## src/itp_pkg.sv

```systemverilog
// ============================================================================
// Infix to postfix converter package
// Character codes, stack codes, status codes and the control structs.
// ============================================================================
package itp_pkg;

  // ASCII characters the converter reacts to.
  localparam logic [7:0] CH_OPEN  = 8'h28;
  localparam logic [7:0] CH_CLOSE = 8'h29;
  localparam logic [7:0] CH_PLUS  = 8'h2B;
  localparam logic [7:0] CH_MINUS = 8'h2D;
  localparam logic [7:0] CH_STAR  = 8'h2A;
  localparam logic [7:0] CH_SLASH = 8'h2F;
  localparam logic [7:0] CH_CARET = 8'h5E;
  localparam logic [7:0] CH_NUL   = 8'h00;

  // Codes held on the operator stack.
  localparam logic [2:0] CODE_OPEN  = 3'd0;
  localparam logic [2:0] CODE_PLUS  = 3'd1;
  localparam logic [2:0] CODE_MINUS = 3'd2;
  localparam logic [2:0] CODE_STAR  = 3'd3;
  localparam logic [2:0] CODE_SLASH = 3'd4;
  localparam logic [2:0] CODE_CARET = 3'd5;

  // Precedence levels.
  localparam logic [1:0] PREC_NONE = 2'd0;
  localparam logic [1:0] PREC_ADD  = 2'd1;
  localparam logic [1:0] PREC_MUL  = 2'd2;
  localparam logic [1:0] PREC_POW  = 2'd3;

  // Result status codes.
  localparam logic [1:0] ST_OK              = 2'd0;
  localparam logic [1:0] ST_OVERFLOW        = 2'd1;
  localparam logic [1:0] ST_UNMATCHED_CLOSE = 2'd2;
  localparam logic [1:0] ST_UNMATCHED_OPEN  = 2'd3;

  // Character classes.
  localparam logic [2:0] CLS_ALNUM = 3'd0;
  localparam logic [2:0] CLS_OPEN  = 3'd1;
  localparam logic [2:0] CLS_CLOSE = 3'd2;
  localparam logic [2:0] CLS_OPER  = 3'd3;
  localparam logic [2:0] CLS_OTHER = 3'd4;

  // Sources of the result character.
  localparam logic [1:0] ESEL_SYMBOL = 2'd0;
  localparam logic [1:0] ESEL_TOS    = 2'd1;
  localparam logic [1:0] ESEL_ZERO   = 2'd2;

  // Commands from the controller to the datapath.
  typedef struct packed {
    logic       latch;
    logic       push;
    logic       pop;
    logic       emit;
    logic [1:0] esel;
    logic [1:0] estatus;
    logic       edone;
    logic       elast;
    logic       mark_open;
  } dp_cmd_t;

  // Status from the datapath to the controller.
  typedef struct packed {
    logic [2:0] cls;
    logic       eoe;
    logic       empty;
    logic       one;
    logic       full;
    logic       tos_open;
    logic       tos_ge;
    logic       nxt_open;
    logic       nxt_lt;
    logic       slot_free;
    logic       open_seen;
  } dp_stat_t;

  // Stack code to its ASCII character.
  function automatic logic [7:0] code_char(input logic [2:0] code);
    logic [7:0] ch;
    unique case (code)
      CODE_OPEN:  ch = CH_OPEN;
      CODE_PLUS:  ch = CH_PLUS;
      CODE_MINUS: ch = CH_MINUS;
      CODE_STAR:  ch = CH_STAR;
      CODE_SLASH: ch = CH_SLASH;
      CODE_CARET: ch = CH_CARET;
      default:    ch = CH_NUL;
    endcase
    return ch;
  endfunction

  // Stack code to its precedence.
  function automatic logic [1:0] code_prec(input logic [2:0] code);
    logic [1:0] p;
    unique case (code)
      CODE_PLUS, CODE_MINUS: p = PREC_ADD;
      CODE_STAR, CODE_SLASH: p = PREC_MUL;
      CODE_CARET:            p = PREC_POW;
      default:               p = PREC_NONE;
    endcase
    return p;
  endfunction

  // Operator character to its stack code; anything else maps to the open code.
  function automatic logic [2:0] op_code(input logic [7:0] ch);
    logic [2:0] c;
    unique case (ch)
      CH_PLUS:  c = CODE_PLUS;
      CH_MINUS: c = CODE_MINUS;
      CH_STAR:  c = CODE_STAR;
      CH_SLASH: c = CODE_SLASH;
      CH_CARET: c = CODE_CARET;
      default:  c = CODE_OPEN;
    endcase
    return c;
  endfunction

  // Sorts a character into the class that decides its handling.
  function automatic logic [2:0] classify(input logic [7:0] ch);
    logic [2:0] cls;
    if ((ch >= 8'h41 && ch <= 8'h5A) || (ch >= 8'h61 && ch <= 8'h7A) ||
        (ch >= 8'h30 && ch <= 8'h39)) begin
      cls = CLS_ALNUM;
    end else if (ch == CH_OPEN) begin
      cls = CLS_OPEN;
    end else if (ch == CH_CLOSE) begin
      cls = CLS_CLOSE;
    end else if (op_code(ch) != CODE_OPEN) begin
      cls = CLS_OPER;
    end else begin
      cls = CLS_OTHER;
    end
    return cls;
  endfunction

endpackage

```

## src/itp_in_if.sv

```systemverilog
// ============================================================================
// Input channel of the infix to postfix converter
// Valid/ready channel that carries one infix character per transfer.
// ============================================================================
interface itp_in_if;
  logic       valid;
  logic       ready;
  logic [7:0] symbol;
  logic       end_of_expression;

  modport source (output valid, symbol, end_of_expression, input ready);
  modport sink (input valid, symbol, end_of_expression, output ready);
endinterface

```

## src/itp_out_if.sv

```systemverilog
// ============================================================================
// Output channel of the infix to postfix converter
// Valid/ready channel that carries one postfix result per transfer.
// ============================================================================
interface itp_out_if;
  logic       valid;
  logic       ready;
  logic [7:0] out_symbol;
  logic       run_last;
  logic       expression_done;
  logic [1:0] status;

  modport source (output valid, out_symbol, run_last, expression_done, status,
                  input ready);
  modport sink (input valid, out_symbol, run_last, expression_done, status,
                output ready);
endinterface

```

## src/infix_to_postfix_converter.sv

```systemverilog
// ============================================================================
// Infix to postfix converter
// Shunting-yard conversion of an ASCII character stream with an operator stack.
// ============================================================================
//   Channel  Direction  Carries
//   din      sink       symbol, end_of_expression
//   dout     source     out_symbol, run_last, expression_done, status
//
// Operands, '(' and ignored characters are accepted, then dispatched; ')' and
// operators pop operators, then pop the '(', push or give a status; the end mark
// pops each entry and emits the terminator. Pops go one a cycle when dout is free.
// rst is synchronous and empties the stack and the result register.
// A result waits in the output register while dout is stalled, and the next
// processing step waits with it; din is ready only between items.
module infix_to_postfix_converter #(
  parameter int STACK_DEPTH = 32
) (
  input logic        clk,
  input logic        rst,
  itp_in_if.sink     din,
  itp_out_if.source  dout
);

  itp_pkg::dp_cmd_t  cmd;
  itp_pkg::dp_stat_t stat;

  // Sequencing of each character.
  itp_ctrl u_ctrl (
    .clk      (clk),
    .rst      (rst),
    .in_valid (din.valid),
    .in_ready (din.ready),
    .stat     (stat),
    .cmd      (cmd)
  );

  // Stack and result storage.
  itp_dp #(
    .DEPTH (STACK_DEPTH)
  ) u_dp (
    .clk               (clk),
    .rst               (rst),
    .symbol            (din.symbol),
    .end_of_expression (din.end_of_expression),
    .cmd               (cmd),
    .stat              (stat),
    .out_valid         (dout.valid),
    .out_ready         (dout.ready),
    .out_symbol        (dout.out_symbol),
    .run_last          (dout.run_last),
    .expression_done   (dout.expression_done),
    .status            (dout.status)
  );

endmodule

```

## src/itp_dp.sv

```systemverilog
// ============================================================================
// Infix to postfix converter datapath
// Operator stack with a top register, held character and the result register.
// ============================================================================
module itp_dp #(
  parameter int DEPTH = 32
) (
  input  logic              clk,
  input  logic              rst,
  input  logic [7:0]        symbol,
  input  logic              end_of_expression,
  input  itp_pkg::dp_cmd_t  cmd,
  output itp_pkg::dp_stat_t stat,
  output logic              out_valid,
  input  logic              out_ready,
  output logic [7:0]        out_symbol,
  output logic              run_last,
  output logic              expression_done,
  output logic [1:0]        status
);

  localparam int CW = $clog2(DEPTH + 1);
  localparam int AW = $clog2(DEPTH);

  logic [CW-1:0] count;
  logic [CW-1:0] count_next;
  logic [CW-1:0] rd_full;
  logic [CW-1:0] wr_full;
  logic [AW-1:0] rd_addr;
  logic [AW-1:0] wr_addr;
  logic          wr_en;
  logic [2:0]    mem [DEPTH];
  logic [2:0]    tos;
  logic [2:0]    rd;
  logic [7:0]    sym;
  logic          eoe;
  logic          open_flag;
  logic [2:0]    sym_code;
  logic [1:0]    sym_prec;

  assign sym_code = itp_pkg::op_code(sym);
  assign sym_prec = itp_pkg::code_prec(sym_code);

  // Stack depth bookkeeping; push and pop never come together.
  always_comb begin
    if (cmd.push) begin
      count_next = count + CW'(1);
    end else if (cmd.pop) begin
      count_next = count - CW'(1);
    end else begin
      count_next = count;
    end
  end

  // The top entry sits in tos; the memory holds the entries below it, and rd
  // is kept loaded with the entry just under the top.
  assign rd_full = count_next - CW'(2);
  assign wr_full = count - CW'(1);
  assign rd_addr = rd_full[AW-1:0];
  assign wr_addr = wr_full[AW-1:0];
  assign wr_en   = cmd.push && (count != '0);

  always_ff @(posedge clk) begin
    if (wr_en) begin
      mem[wr_addr] <= tos;
    end
    if (wr_en && (wr_addr == rd_addr)) begin
      rd <= tos;
    end else begin
      rd <= mem[rd_addr];
    end
  end

  // Top of stack and depth count.
  always_ff @(posedge clk) begin
    if (rst) begin
      count <= '0;
    end else begin
      count <= count_next;
    end
  end

  always_ff @(posedge clk) begin
    if (cmd.push) begin
      tos <= sym_code;
    end else if (cmd.pop) begin
      tos <= rd;
    end
  end

  // Held input character and the open-paren flag of the end flush.
  always_ff @(posedge clk) begin
    if (cmd.latch) begin
      sym <= symbol;
      eoe <= end_of_expression;
    end
  end

  always_ff @(posedge clk) begin
    if (rst) begin
      open_flag <= 1'b0;
    end else if (cmd.latch) begin
      open_flag <= 1'b0;
    end else if (cmd.mark_open) begin
      open_flag <= 1'b1;
    end
  end

  // Result register: loaded on emit, emptied by a transfer.
  always_ff @(posedge clk) begin
    if (rst) begin
      out_valid <= 1'b0;
    end else if (cmd.emit) begin
      out_valid <= 1'b1;
    end else if (out_ready) begin
      out_valid <= 1'b0;
    end
  end

  always_ff @(posedge clk) begin
    if (cmd.emit) begin
      unique case (cmd.esel)
        itp_pkg::ESEL_SYMBOL: out_symbol <= sym;
        itp_pkg::ESEL_TOS:    out_symbol <= itp_pkg::code_char(tos);
        default:              out_symbol <= itp_pkg::CH_NUL;
      endcase
      run_last        <= cmd.elast;
      expression_done <= cmd.edone;
      status          <= cmd.estatus;
    end
  end

  // Status toward the controller.
  always_comb begin
    stat.cls       = itp_pkg::classify(sym);
    stat.eoe       = eoe;
    stat.empty     = (count == '0);
    stat.one       = (count == CW'(1));
    stat.full      = (count == CW'(DEPTH));
    stat.tos_open  = (tos == itp_pkg::CODE_OPEN);
    stat.tos_ge    = (itp_pkg::code_prec(tos) >= sym_prec);
    stat.nxt_open  = (rd == itp_pkg::CODE_OPEN);
    stat.nxt_lt    = (itp_pkg::code_prec(rd) < sym_prec);
    stat.slot_free = !out_valid || out_ready;
    stat.open_seen = open_flag;
  end

endmodule

```

## src/itp_ctrl.sv

```systemverilog
// ============================================================================
// Infix to postfix converter controller
// State machine that sequences dispatch, pops, pushes and the end flush.
// ============================================================================
module itp_ctrl (
  input  logic              clk,
  input  logic              rst,
  input  logic              in_valid,
  output logic              in_ready,
  input  itp_pkg::dp_stat_t stat,
  output itp_pkg::dp_cmd_t  cmd
);

  localparam logic [2:0] S_IDLE     = 3'd0;
  localparam logic [2:0] S_DISPATCH = 3'd1;
  localparam logic [2:0] S_CLOSE    = 3'd2;
  localparam logic [2:0] S_OPPOP    = 3'd3;
  localparam logic [2:0] S_FLUSH    = 3'd4;

  logic [2:0] state;
  logic [2:0] state_next;
  logic [2:0] after_item;

  assign in_ready   = (state == S_IDLE);
  assign after_item = stat.eoe ? S_FLUSH : S_IDLE;

  // State register.
  always_ff @(posedge clk) begin
    if (rst) begin
      state <= S_IDLE;
    end else begin
      state <= state_next;
    end
  end

  // Next state and commands; dispatch and every step after it wait for a free slot.
  always_comb begin
    cmd        = '0;
    state_next = state;
    unique case (state)
      S_IDLE: begin
        if (in_valid) begin
          cmd.latch  = 1'b1;
          state_next = S_DISPATCH;
        end
      end
      S_DISPATCH: begin
        if (stat.slot_free) begin
          unique case (stat.cls)
            itp_pkg::CLS_ALNUM: begin
              cmd.emit   = 1'b1;
              cmd.esel   = itp_pkg::ESEL_SYMBOL;
              cmd.elast  = !stat.eoe;
              state_next = after_item;
            end
            itp_pkg::CLS_OPEN: begin
              if (stat.full) begin
                cmd.emit    = 1'b1;
                cmd.esel    = itp_pkg::ESEL_ZERO;
                cmd.estatus = itp_pkg::ST_OVERFLOW;
                cmd.elast   = !stat.eoe;
              end else begin
                cmd.push = 1'b1;
              end
              state_next = after_item;
            end
            itp_pkg::CLS_CLOSE: state_next = S_CLOSE;
            itp_pkg::CLS_OPER:  state_next = S_OPPOP;
            default:            state_next = after_item;
          endcase
        end
      end
      S_CLOSE: begin
        if (stat.slot_free) begin
          if (stat.empty) begin
            cmd.emit    = 1'b1;
            cmd.esel    = itp_pkg::ESEL_ZERO;
            cmd.estatus = itp_pkg::ST_UNMATCHED_CLOSE;
            cmd.elast   = !stat.eoe;
            state_next  = after_item;
          end else if (stat.tos_open) begin
            cmd.pop    = 1'b1;
            state_next = after_item;
          end else begin
            // Last result when the entry below is the matching paren.
            cmd.emit  = 1'b1;
            cmd.esel  = itp_pkg::ESEL_TOS;
            cmd.elast = !stat.eoe && !stat.one && stat.nxt_open;
            cmd.pop   = 1'b1;
          end
        end
      end
      S_OPPOP: begin
        if (stat.slot_free) begin
          if (!stat.empty && !stat.tos_open && stat.tos_ge) begin
            // Last result when the entry below stops the popping.
            cmd.emit  = 1'b1;
            cmd.esel  = itp_pkg::ESEL_TOS;
            cmd.elast = !stat.eoe && (stat.one || stat.nxt_open || stat.nxt_lt);
            cmd.pop   = 1'b1;
          end else begin
            if (stat.full) begin
              cmd.emit    = 1'b1;
              cmd.esel    = itp_pkg::ESEL_ZERO;
              cmd.estatus = itp_pkg::ST_OVERFLOW;
              cmd.elast   = !stat.eoe;
            end else begin
              cmd.push = 1'b1;
            end
            state_next = after_item;
          end
        end
      end
      S_FLUSH: begin
        if (stat.slot_free) begin
          if (stat.empty) begin
            cmd.emit    = 1'b1;
            cmd.esel    = itp_pkg::ESEL_ZERO;
            cmd.edone   = 1'b1;
            cmd.elast   = 1'b1;
            cmd.estatus = stat.open_seen ? itp_pkg::ST_UNMATCHED_OPEN : itp_pkg::ST_OK;
            state_next  = S_IDLE;
          end else begin
            cmd.pop = 1'b1;
            if (stat.tos_open) begin
              cmd.mark_open = 1'b1;
            end else begin
              cmd.emit = 1'b1;
              cmd.esel = itp_pkg::ESEL_TOS;
            end
          end
        end
      end
      default: state_next = S_IDLE;
    endcase
  end

endmodule

```

## src/flat_wrapper.sv

```systemverilog
// flat-port wrapper written by rule: the top's interface ports become plain ports
module infix_to_postfix_converter_flat 
#(
  parameter int STACK_DEPTH = 32
)
  (clk, rst, din_valid, din_symbol, din_end_of_expression, din_ready, dout_valid, dout_out_symbol, dout_run_last, dout_expression_done, dout_status, dout_ready);
  itp_in_if din_i ();
  itp_out_if dout_i ();
  input logic clk;
  input logic rst;
  input wire logic [$bits(din_i.valid)-1:0] din_valid;
  input wire logic [$bits(din_i.symbol)-1:0] din_symbol;
  input wire logic [$bits(din_i.end_of_expression)-1:0] din_end_of_expression;
  output wire logic [$bits(din_i.ready)-1:0] din_ready;
  output wire logic [$bits(dout_i.valid)-1:0] dout_valid;
  output wire logic [$bits(dout_i.out_symbol)-1:0] dout_out_symbol;
  output wire logic [$bits(dout_i.run_last)-1:0] dout_run_last;
  output wire logic [$bits(dout_i.expression_done)-1:0] dout_expression_done;
  output wire logic [$bits(dout_i.status)-1:0] dout_status;
  input wire logic [$bits(dout_i.ready)-1:0] dout_ready;
  assign din_i.valid = din_valid;
  assign din_i.symbol = din_symbol;
  assign din_i.end_of_expression = din_end_of_expression;
  assign din_ready = din_i.ready;
  assign dout_valid = dout_i.valid;
  assign dout_out_symbol = dout_i.out_symbol;
  assign dout_run_last = dout_i.run_last;
  assign dout_expression_done = dout_i.expression_done;
  assign dout_status = dout_i.status;
  assign dout_i.ready = dout_ready;
  infix_to_postfix_converter #(.STACK_DEPTH(STACK_DEPTH)) u_core (.clk(clk), .rst(rst), .din(din_i), .dout(dout_i));
endmodule
```

## config.mk

```make
export PLATFORM = sky130hd
export DESIGN_NAME = infix_to_postfix_converter_flat
export DESIGN_NICKNAME = d
export VERILOG_FILES = /design/src/itp_pkg.sv /design/src/itp_in_if.sv /design/src/itp_out_if.sv /design/src/infix_to_postfix_converter.sv /design/src/itp_dp.sv /design/src/itp_ctrl.sv /design/src/flat_wrapper.sv
export SDC_FILE = /design/constraint.sdc
export NUM_CORES = 1
export LEC_CHECK = 0
export ABC_CLOCK_PERIOD_IN_PS = 4150
export BUFFER_PORTS_ARGS = -buffer_cell sky130_fd_sc_hd__buf_4
export CAP_MARGIN = 20
export CORE_UTILIZATION = 40
export DETAILED_ROUTE_END_ITERATION = 7
export HOLD_SLACK_MARGIN = 0.1
export PLACE_DENSITY = 0.61
export SYNTH_ARGS = -nofsm -noshare
export SYNTH_HDL_FRONTEND = slang
export SYNTH_SLANG_ARGS = --single-unit
```

## constraint.sdc

```tcl
create_clock -name clk -period 4.15 [get_ports clk]
set_input_delay 0.2075 -clock clk [delete_from_list [all_inputs] [get_ports clk]]
set_output_delay 0.2075 -clock clk [all_outputs]
set_load 0.05 [all_outputs]
```

# Word level (Yosys, flattened, before mapping)
# Memories as Yosys holds them, arrays and structs flattened. A register that Yosys moved wholly into a read port is not among the register bits.
# Index checks and enable logic that the tools add are counted.
word_totals:
  ff_bits: 35
  ram_bits: 96
  word_cells: 171
  memories: 1
mem_list:
  columns: ["name", "depth", "word_bits", "read_ports", "rd_ports_with_merged_regs", "write_ports", "line_no", "text"]
  rows:
  - ["u_core.u_dp.mem", 32, 3, 1, 1, 1, "itp_dp.sv:32", "logic [2:0] mem [DEPTH];"]
classes:
  n_addsub: 3
  n_lt_le_gt_ge: 8
  n_eq_ne: 40
  muxes: 70
  n_reduce_logical: 38
op_table:
  columns: ["operator", "count"]
  rows:
  - ["3-bit two-way mux", 22]
  - ["8-bit by 6-bit equality test with 1-bit output (second input constant)", 6]
  - ["7-bit one-hot mux with 6 select lines", 1]
  - ["3-bit by 2-bit equality test with 1-bit output (second input constant)", 10]
  - ["3-bit one-hot mux with 5 select lines", 2]
  - ["1-bit two-way mux", 22]
  - ["3-bit equality test (second input constant)", 7]
  - ["5-bit one-hot mux with 4 select lines", 1]
  - ["6-bit two-way mux", 3]
  - ["2-bit one-hot mux with 3 select lines", 3]
  - ["8-bit by 7-bit greater-or-equal comparator with 1-bit output (second input constant)", 2]
  - ["8-bit by 7-bit <= comparator with 1-bit output (second input constant)", 2]
  - ["8-bit one-hot mux with 2 select lines", 1]
  - ["3-bit by 1-bit equality test with 1-bit output (second input constant)", 5]
  - ["2-bit OR reduction", 7]
  - ["3-bit zero test", 4]
  - ["3-bit one-hot mux with 2 select lines", 2]
  - ["5-bit two-way mux", 2]
  - ["1-bit logical AND", 9]
  - ["9-bit two-way mux", 1]
  - ["8-bit by 7-bit equality test with 1-bit output (second input constant)", 1]
  - ["8-bit by 6-bit greater-or-equal comparator with 1-bit output (second input constant)", 1]
  - ["8-bit by 6-bit <= comparator with 1-bit output (second input constant)", 1]
  - ["2-bit two-way mux", 4]
  - ["other kinds (25)", 40]

# Longest topological paths before layout
logic_depth:
  ltp_word: 17
  ltp_mapped: 14
  depth_no_buf: 13

# By module
# Synthesis repeated with hierarchy kept, for this count alone.
unflattened:
  cells_unflattened: 454
  area_unflattened_um2: 6354.8
modules_own_cells:
  columns: ["module", "instances", "cells_each", "area_per_inst_um2"]
  rows:
  - ["itp_dp", 1, 380, 5801.8]
  - ["itp_ctrl", 1, 74, 553.0]

# Least setup slack after synthesis
# No wires, ideal clock.
synth_path:
  path_kind: "reg-to-reg"
  start: "register u_core.u_dp.tos[1]"
  end: "memory u_core.u_dp.mem[30][0] (enable)"
  setup_ns: 0.319
  arrival_ns: 2.824
  required_ns: 3.831
  setup_slack_ns: 1.006
  path_stages_with_launch: 11
  n_path_buf: 0
  synth_period_minus_slack_ns: 3.144
  path_cell_list: "edfxtp_1 nand2b_1 mux2_2 ha_1 nand2b_1 a21o_1 nand3_1 nand2_1 nor2_1 nand2_1 nor2_1"
synth_between:
  elab_chain_cells: 11
synth_lines:
  columns: ["item", "line_no", "text"]
  rows:
  - ["start, declared", "itp_dp.sv:33", "logic [2:0] tos;"]
  - ["start signal, assigned", "itp_dp.sv:85", "tos <= sym_code;"]
  - ["start signal, assigned", "itp_dp.sv:87", "tos <= rd;"]
  - ["3-bit by 2-bit equality test with 1-bit output, or another cell as far along", "itp_pkg.sv:95", "unique case (code)"]
  - ["2-bit OR reduction", "itp_pkg.sv:95", null]
  - ["2-bit one-hot mux with 3 select lines", "itp_pkg.sv:95", null]
  - ["2-bit greater-or-equal comparator", "itp_dp.sv:141", "stat.tos_ge = (itp_pkg::code_prec(tos) >= sym_prec);"]
  - ["1-bit logical AND (*)", "itp_ctrl.sv:95", "if (!stat.empty && !stat.tos_open && stat.tos_ge) begin"]
  - ["1-bit two-way mux (*)", "itp_ctrl.sv:95", null]
  - ["7-bit two-way mux (*)", "itp_ctrl.sv:94", "if (stat.slot_free) begin"]
  - ["1-bit one-hot mux with 2 select lines (*)", "itp_ctrl.sv:40", "unique case (state)"]
  - ["1-bit logical AND (*)", "itp_dp.sv:61", "assign wr_en = cmd.push && (count != '0);"]
  - ["1-bit two-way mux (*)", "itp_dp.sv:64", "if (wr_en) begin"]
  - ["1-bit two-way mux (not written as such) (*)", "itp_dp.sv:65", "mem[wr_addr] <= tos;"]
  - ["end, declared", "itp_dp.sv:32", null]
# Every way passes the cells marked *; elsewhere a longest branch is shown, timed or not.

==> metrics.md <==
| Metric | Value |
|---|---|
| Pin count of the biggest net entering global routing | 40 |
| GRT Util Overall | 18.71% |
| Post-synth cell types | 65 |
| Vias | 4144 |
| Largest cells by area after synthesis | edfxtp_1 56%, mux4_1 5.7%, dfxtp_1 5.0%, nor2_1 3.5%, mux4_2 2.5% |
| Synth Area in Simple Gates | 13.37% |
| Flop pwr share | 48.8% |
| Final instance area | 0.007462 mm² |
| Die W | 128.6 µm |
| Fillers | 1379 |
| Maximum fanout count along the critical path | 12 |
| Post-synth EDFFs | 120 |
| Least-Margin Pin Slew | 730.1 ps |
| Rel. slew slack | 51.26% |
| Initial drt markers | 306 |
| Number of buffers created by CTS | 17 |
| Crit path arrival time | 3880 ps |
| Clock Tree Buf Depth | 2 |
| Syn nets | 510 |
| Share of flip-flops with an asynchronous set or reset | 0% |
| Synthesized cell area | 0.006411 mm² |
| Dominant synthesized flop cell | edfxtp_1 |
| First-pass GRT wire length | 22960 µm |
| Global route overflow | 0 |
| Top cells by count, synth | 120 x edfxtp_1, 60 x nor2_1, 36 x nand2_1, 19 x a21oi_1, 17 x o21ai_0 |
| Post-route total power | 3.204 mW |
| Final Hold Fails | 0 |
| TritonRoute pass-1 iters | 5 |
| Vias in the first global route | 4180 |
| Final net count | 551 |
| H-tree Lvls | 4 |
| Mapped Cells | 487 |
| PortBufs | 26 |
| CTS tree | built |
| Min Clock Period, post-route | 3712 ps |
| Largest family of logic cells by synthesized area | simple AND/OR/NAND/NOR gates |
| Synthesis Warnings | 0 |
| Sw Pwr | 0.7657 mW |
| Rows | 45 |
| Gpl congestion | 0.8322 |
| Maximum vdd drop | 0.0002632 V |
| Leakage | 2.681 nW |
| Final WL | 14300 µm |
| Status | completed |
| Largest area contributor in the synthesized netlist | edfxtp_1 |
| Total negative setup slack | 0 ps |
| CTS root buf | clkbuf_16 |
| # diodes | 0 |
| Final setup violation count | 0 |
| Mux contribution to synthesized area | 10.89% |
| P per Cell Area | 429.4 mW/mm² |
| DRT antenna net count | 0 |
| RSZ-0062 raised after global routing | false |
| Drc violations | 0 |
| Core area | 0.01543 mm² |
| Share of layout cells above drive strength 1 | 14.44% |
| DR vias/cell | 5.518 |
| Max-Cap Viols | 0 |
| Worst-path clk slew | 60 ps |
| Most frequent cell after synthesis | edfxtp_1 |
| Initial antenna violation count | 0 |
| Synth Area in Compound Gates | 9.368% |
| Required time worst endpoint | 4320 ps |
| Clock share of power | 42.7% |
| Syn Area/Cell | 13.16 µm² |
| Post-Synth XOR/XNOR Area | 0.8197% |
| Hold Path Class | input port to register |
| Combinational Power Share | 8.5% |
| Initial Utilization | 41.56% |
| Worst Setup End Kind | register |
| Yosys reg bits | 136 |
| Sequential share of the synthesized area | 61.20% |
| Clock Skew | 8.770 ps |
| Period utilization | 89.45% |
| Clock Sinks | 136 |
| Avg WL per Cell | 19.04 µm |
| Area growth syn-to-layout | 16.39% |
| Top-Level Pins | 27 |
| Final worst slack | 437.7 ps |
| F_max | 269.4 MHz |
| Die ar. | 0.01654 mm² |
| Post-Synth Adder-Cell Area | 1.952% |
| Final Max Tran Viols | 0 |
| Int Pwr | 2.438 mW |
| Synth top area share | 56.21% |
| DP Area | 0.006825 mm² |
| Sw frac | 23.90% |
| Clk Latency, worst-skew pair | 420 ps |
| Post-DP HPWL | 9827 µm |
| Path type of the worst setup path | register to register |
| Pre-CTS WS | 414.1 ps |
| Die Y | 128.6 µm |
| Critical Path Start Type | register |
[flip-flops by register name, summed over array words and instances (netlist names), named ones only]
signal                       cells
u_core.u_dp.mem                 96
u_core.u_dp.out_symbol           8
u_core.u_dp.sym                  8
u_core.u_dp.count                6
u_core.u_ctrl.state              3
u_core.u_dp.tos                  3
u_core.u_dp.status               2
u_core.u_dp.eoe                  1
u_core.u_dp.expression_done      1
u_core.u_dp.open_flag            1
u_core.u_dp.out_valid            1
u_core.u_dp.run_last             1
[worst max-delay path: stages (launching register included)]
cell and delay [ps]:
dfxtp_1 790, mux4_2 620, mux2i_1 210, o22ai_1 150, or3_1 360, nand3_1 90
o21ai_0 120, ha_1 330, o2111ai_1 190, or3_1 370, a31o_1 220
[metal layers]
| layer | track usage (%) | up-vias | routed length [µm] | share of wire, % |
|---|---|---|---|---|
| met1 | 25.25 | 2061 | 6639 | 46 |
| li1 | - | 1976 | - | - |
| met5 | 0 | - | 0 | 0 |
| met3 | 4.241 | 10 | 458 | 3.2 |
| met2 | 30.52 | 97 | 7058 | 49 |
| met4 | 4.913 | 0 | 142 | 0.99 |
[power groups by stage]
stage | registers [mW] | clock network (mW) | logic [mW]
6_report | 1.56 | 1.37 | 0.272
5_1_grt | 1.57 | 1.44 | 0.295
4_1_cts | 1.56 | 1.39 | 0.274
3_5_place_dp | 1.59 | 0 | 0.266
3_3_place_gp | 1.59 | 0 | 0.264
2_1_floorplan | 1.62 | 0 | 0.152
[cell families (layout without fill, tap and decap cells)]
group                      Yosys count  count (layout)
AOI/OAI and AO/OA                   87              87
xor gates and xnor gates             6               6
adders and majority gates           10              10
buffers and inverters               34              87
DFF                                136             136
muxes                               38              38
and+or+nand+nor                    176             176
[layout make-up]
type / instances / area, µm² / share of cell area [%]
Timing Repair Buffer: 45 / 362.8 / 4.863
Inverter: 11 / 41.29 / 0.5533
Multi-Input combinational cell: 317 / 2333 / 31.27
Clock inverter: 12 / 103.9 / 1.392
Sequential cell: 136 / 3924 / 52.58
Tap cell: 211 / 264.0 / 3.538
Clock buffer: 19 / 432.9 / 5.801
[metrics by stage]
stage / hold WS [ps] / util (%) / cells
finish: 232.0 / 48.37 / 751
global placement: 387.3 / 44.24 / 710
floorplan: 279.1 / - / 487
detailed placement: 387.0 / 44.24 / 710
CTS: 217.5 / 48.37 / 751
global route: 267.7 / 48.37 / 751
[worst paths after layout]
kind | startpoint | slack, ps | endpoint | depth (start not counted)
max | register | 440 | u_core.u_dp.run_last | 10
min | dout_ready | 230 | u_core.u_dp.out_valid | 3
min reg2reg | u_core.u_dp.count[5] | 600 | u_core.u_dp.count[5] | 2
max reg2reg | register | 440 | u_core.u_dp.run_last | 10
[what timing repair did]
item                                   4_1_cts  5_1_grt
setup buffers                                0        0
endpoints found under the hold margin       20        0
resized for setup                            0        0
hold buffers                                10        0
[placed cells by master (no fill, tap or decap), types with 4 or more instances in the layout]
master,n
a21oi_1,19
and3_1,5
buf_4,35
clkbuf_16,17
dfxtp_1,16
dlygate4sd3_1,10
edfxtp_1,120
ha_1,10
inv_1,10
mux2i_1,15
mux4_1,14
mux4_2,7
nand2_1,36
nand2b_1,11
nand3_1,10
nand4_1,6
nor2_1,60
nor2b_1,10
nor3_1,16
nor3b_1,8
o211ai_1,6
o21ai_0,17
o22ai_1,4
xnor2_1,4
Power figures use the tool's default switching activity.
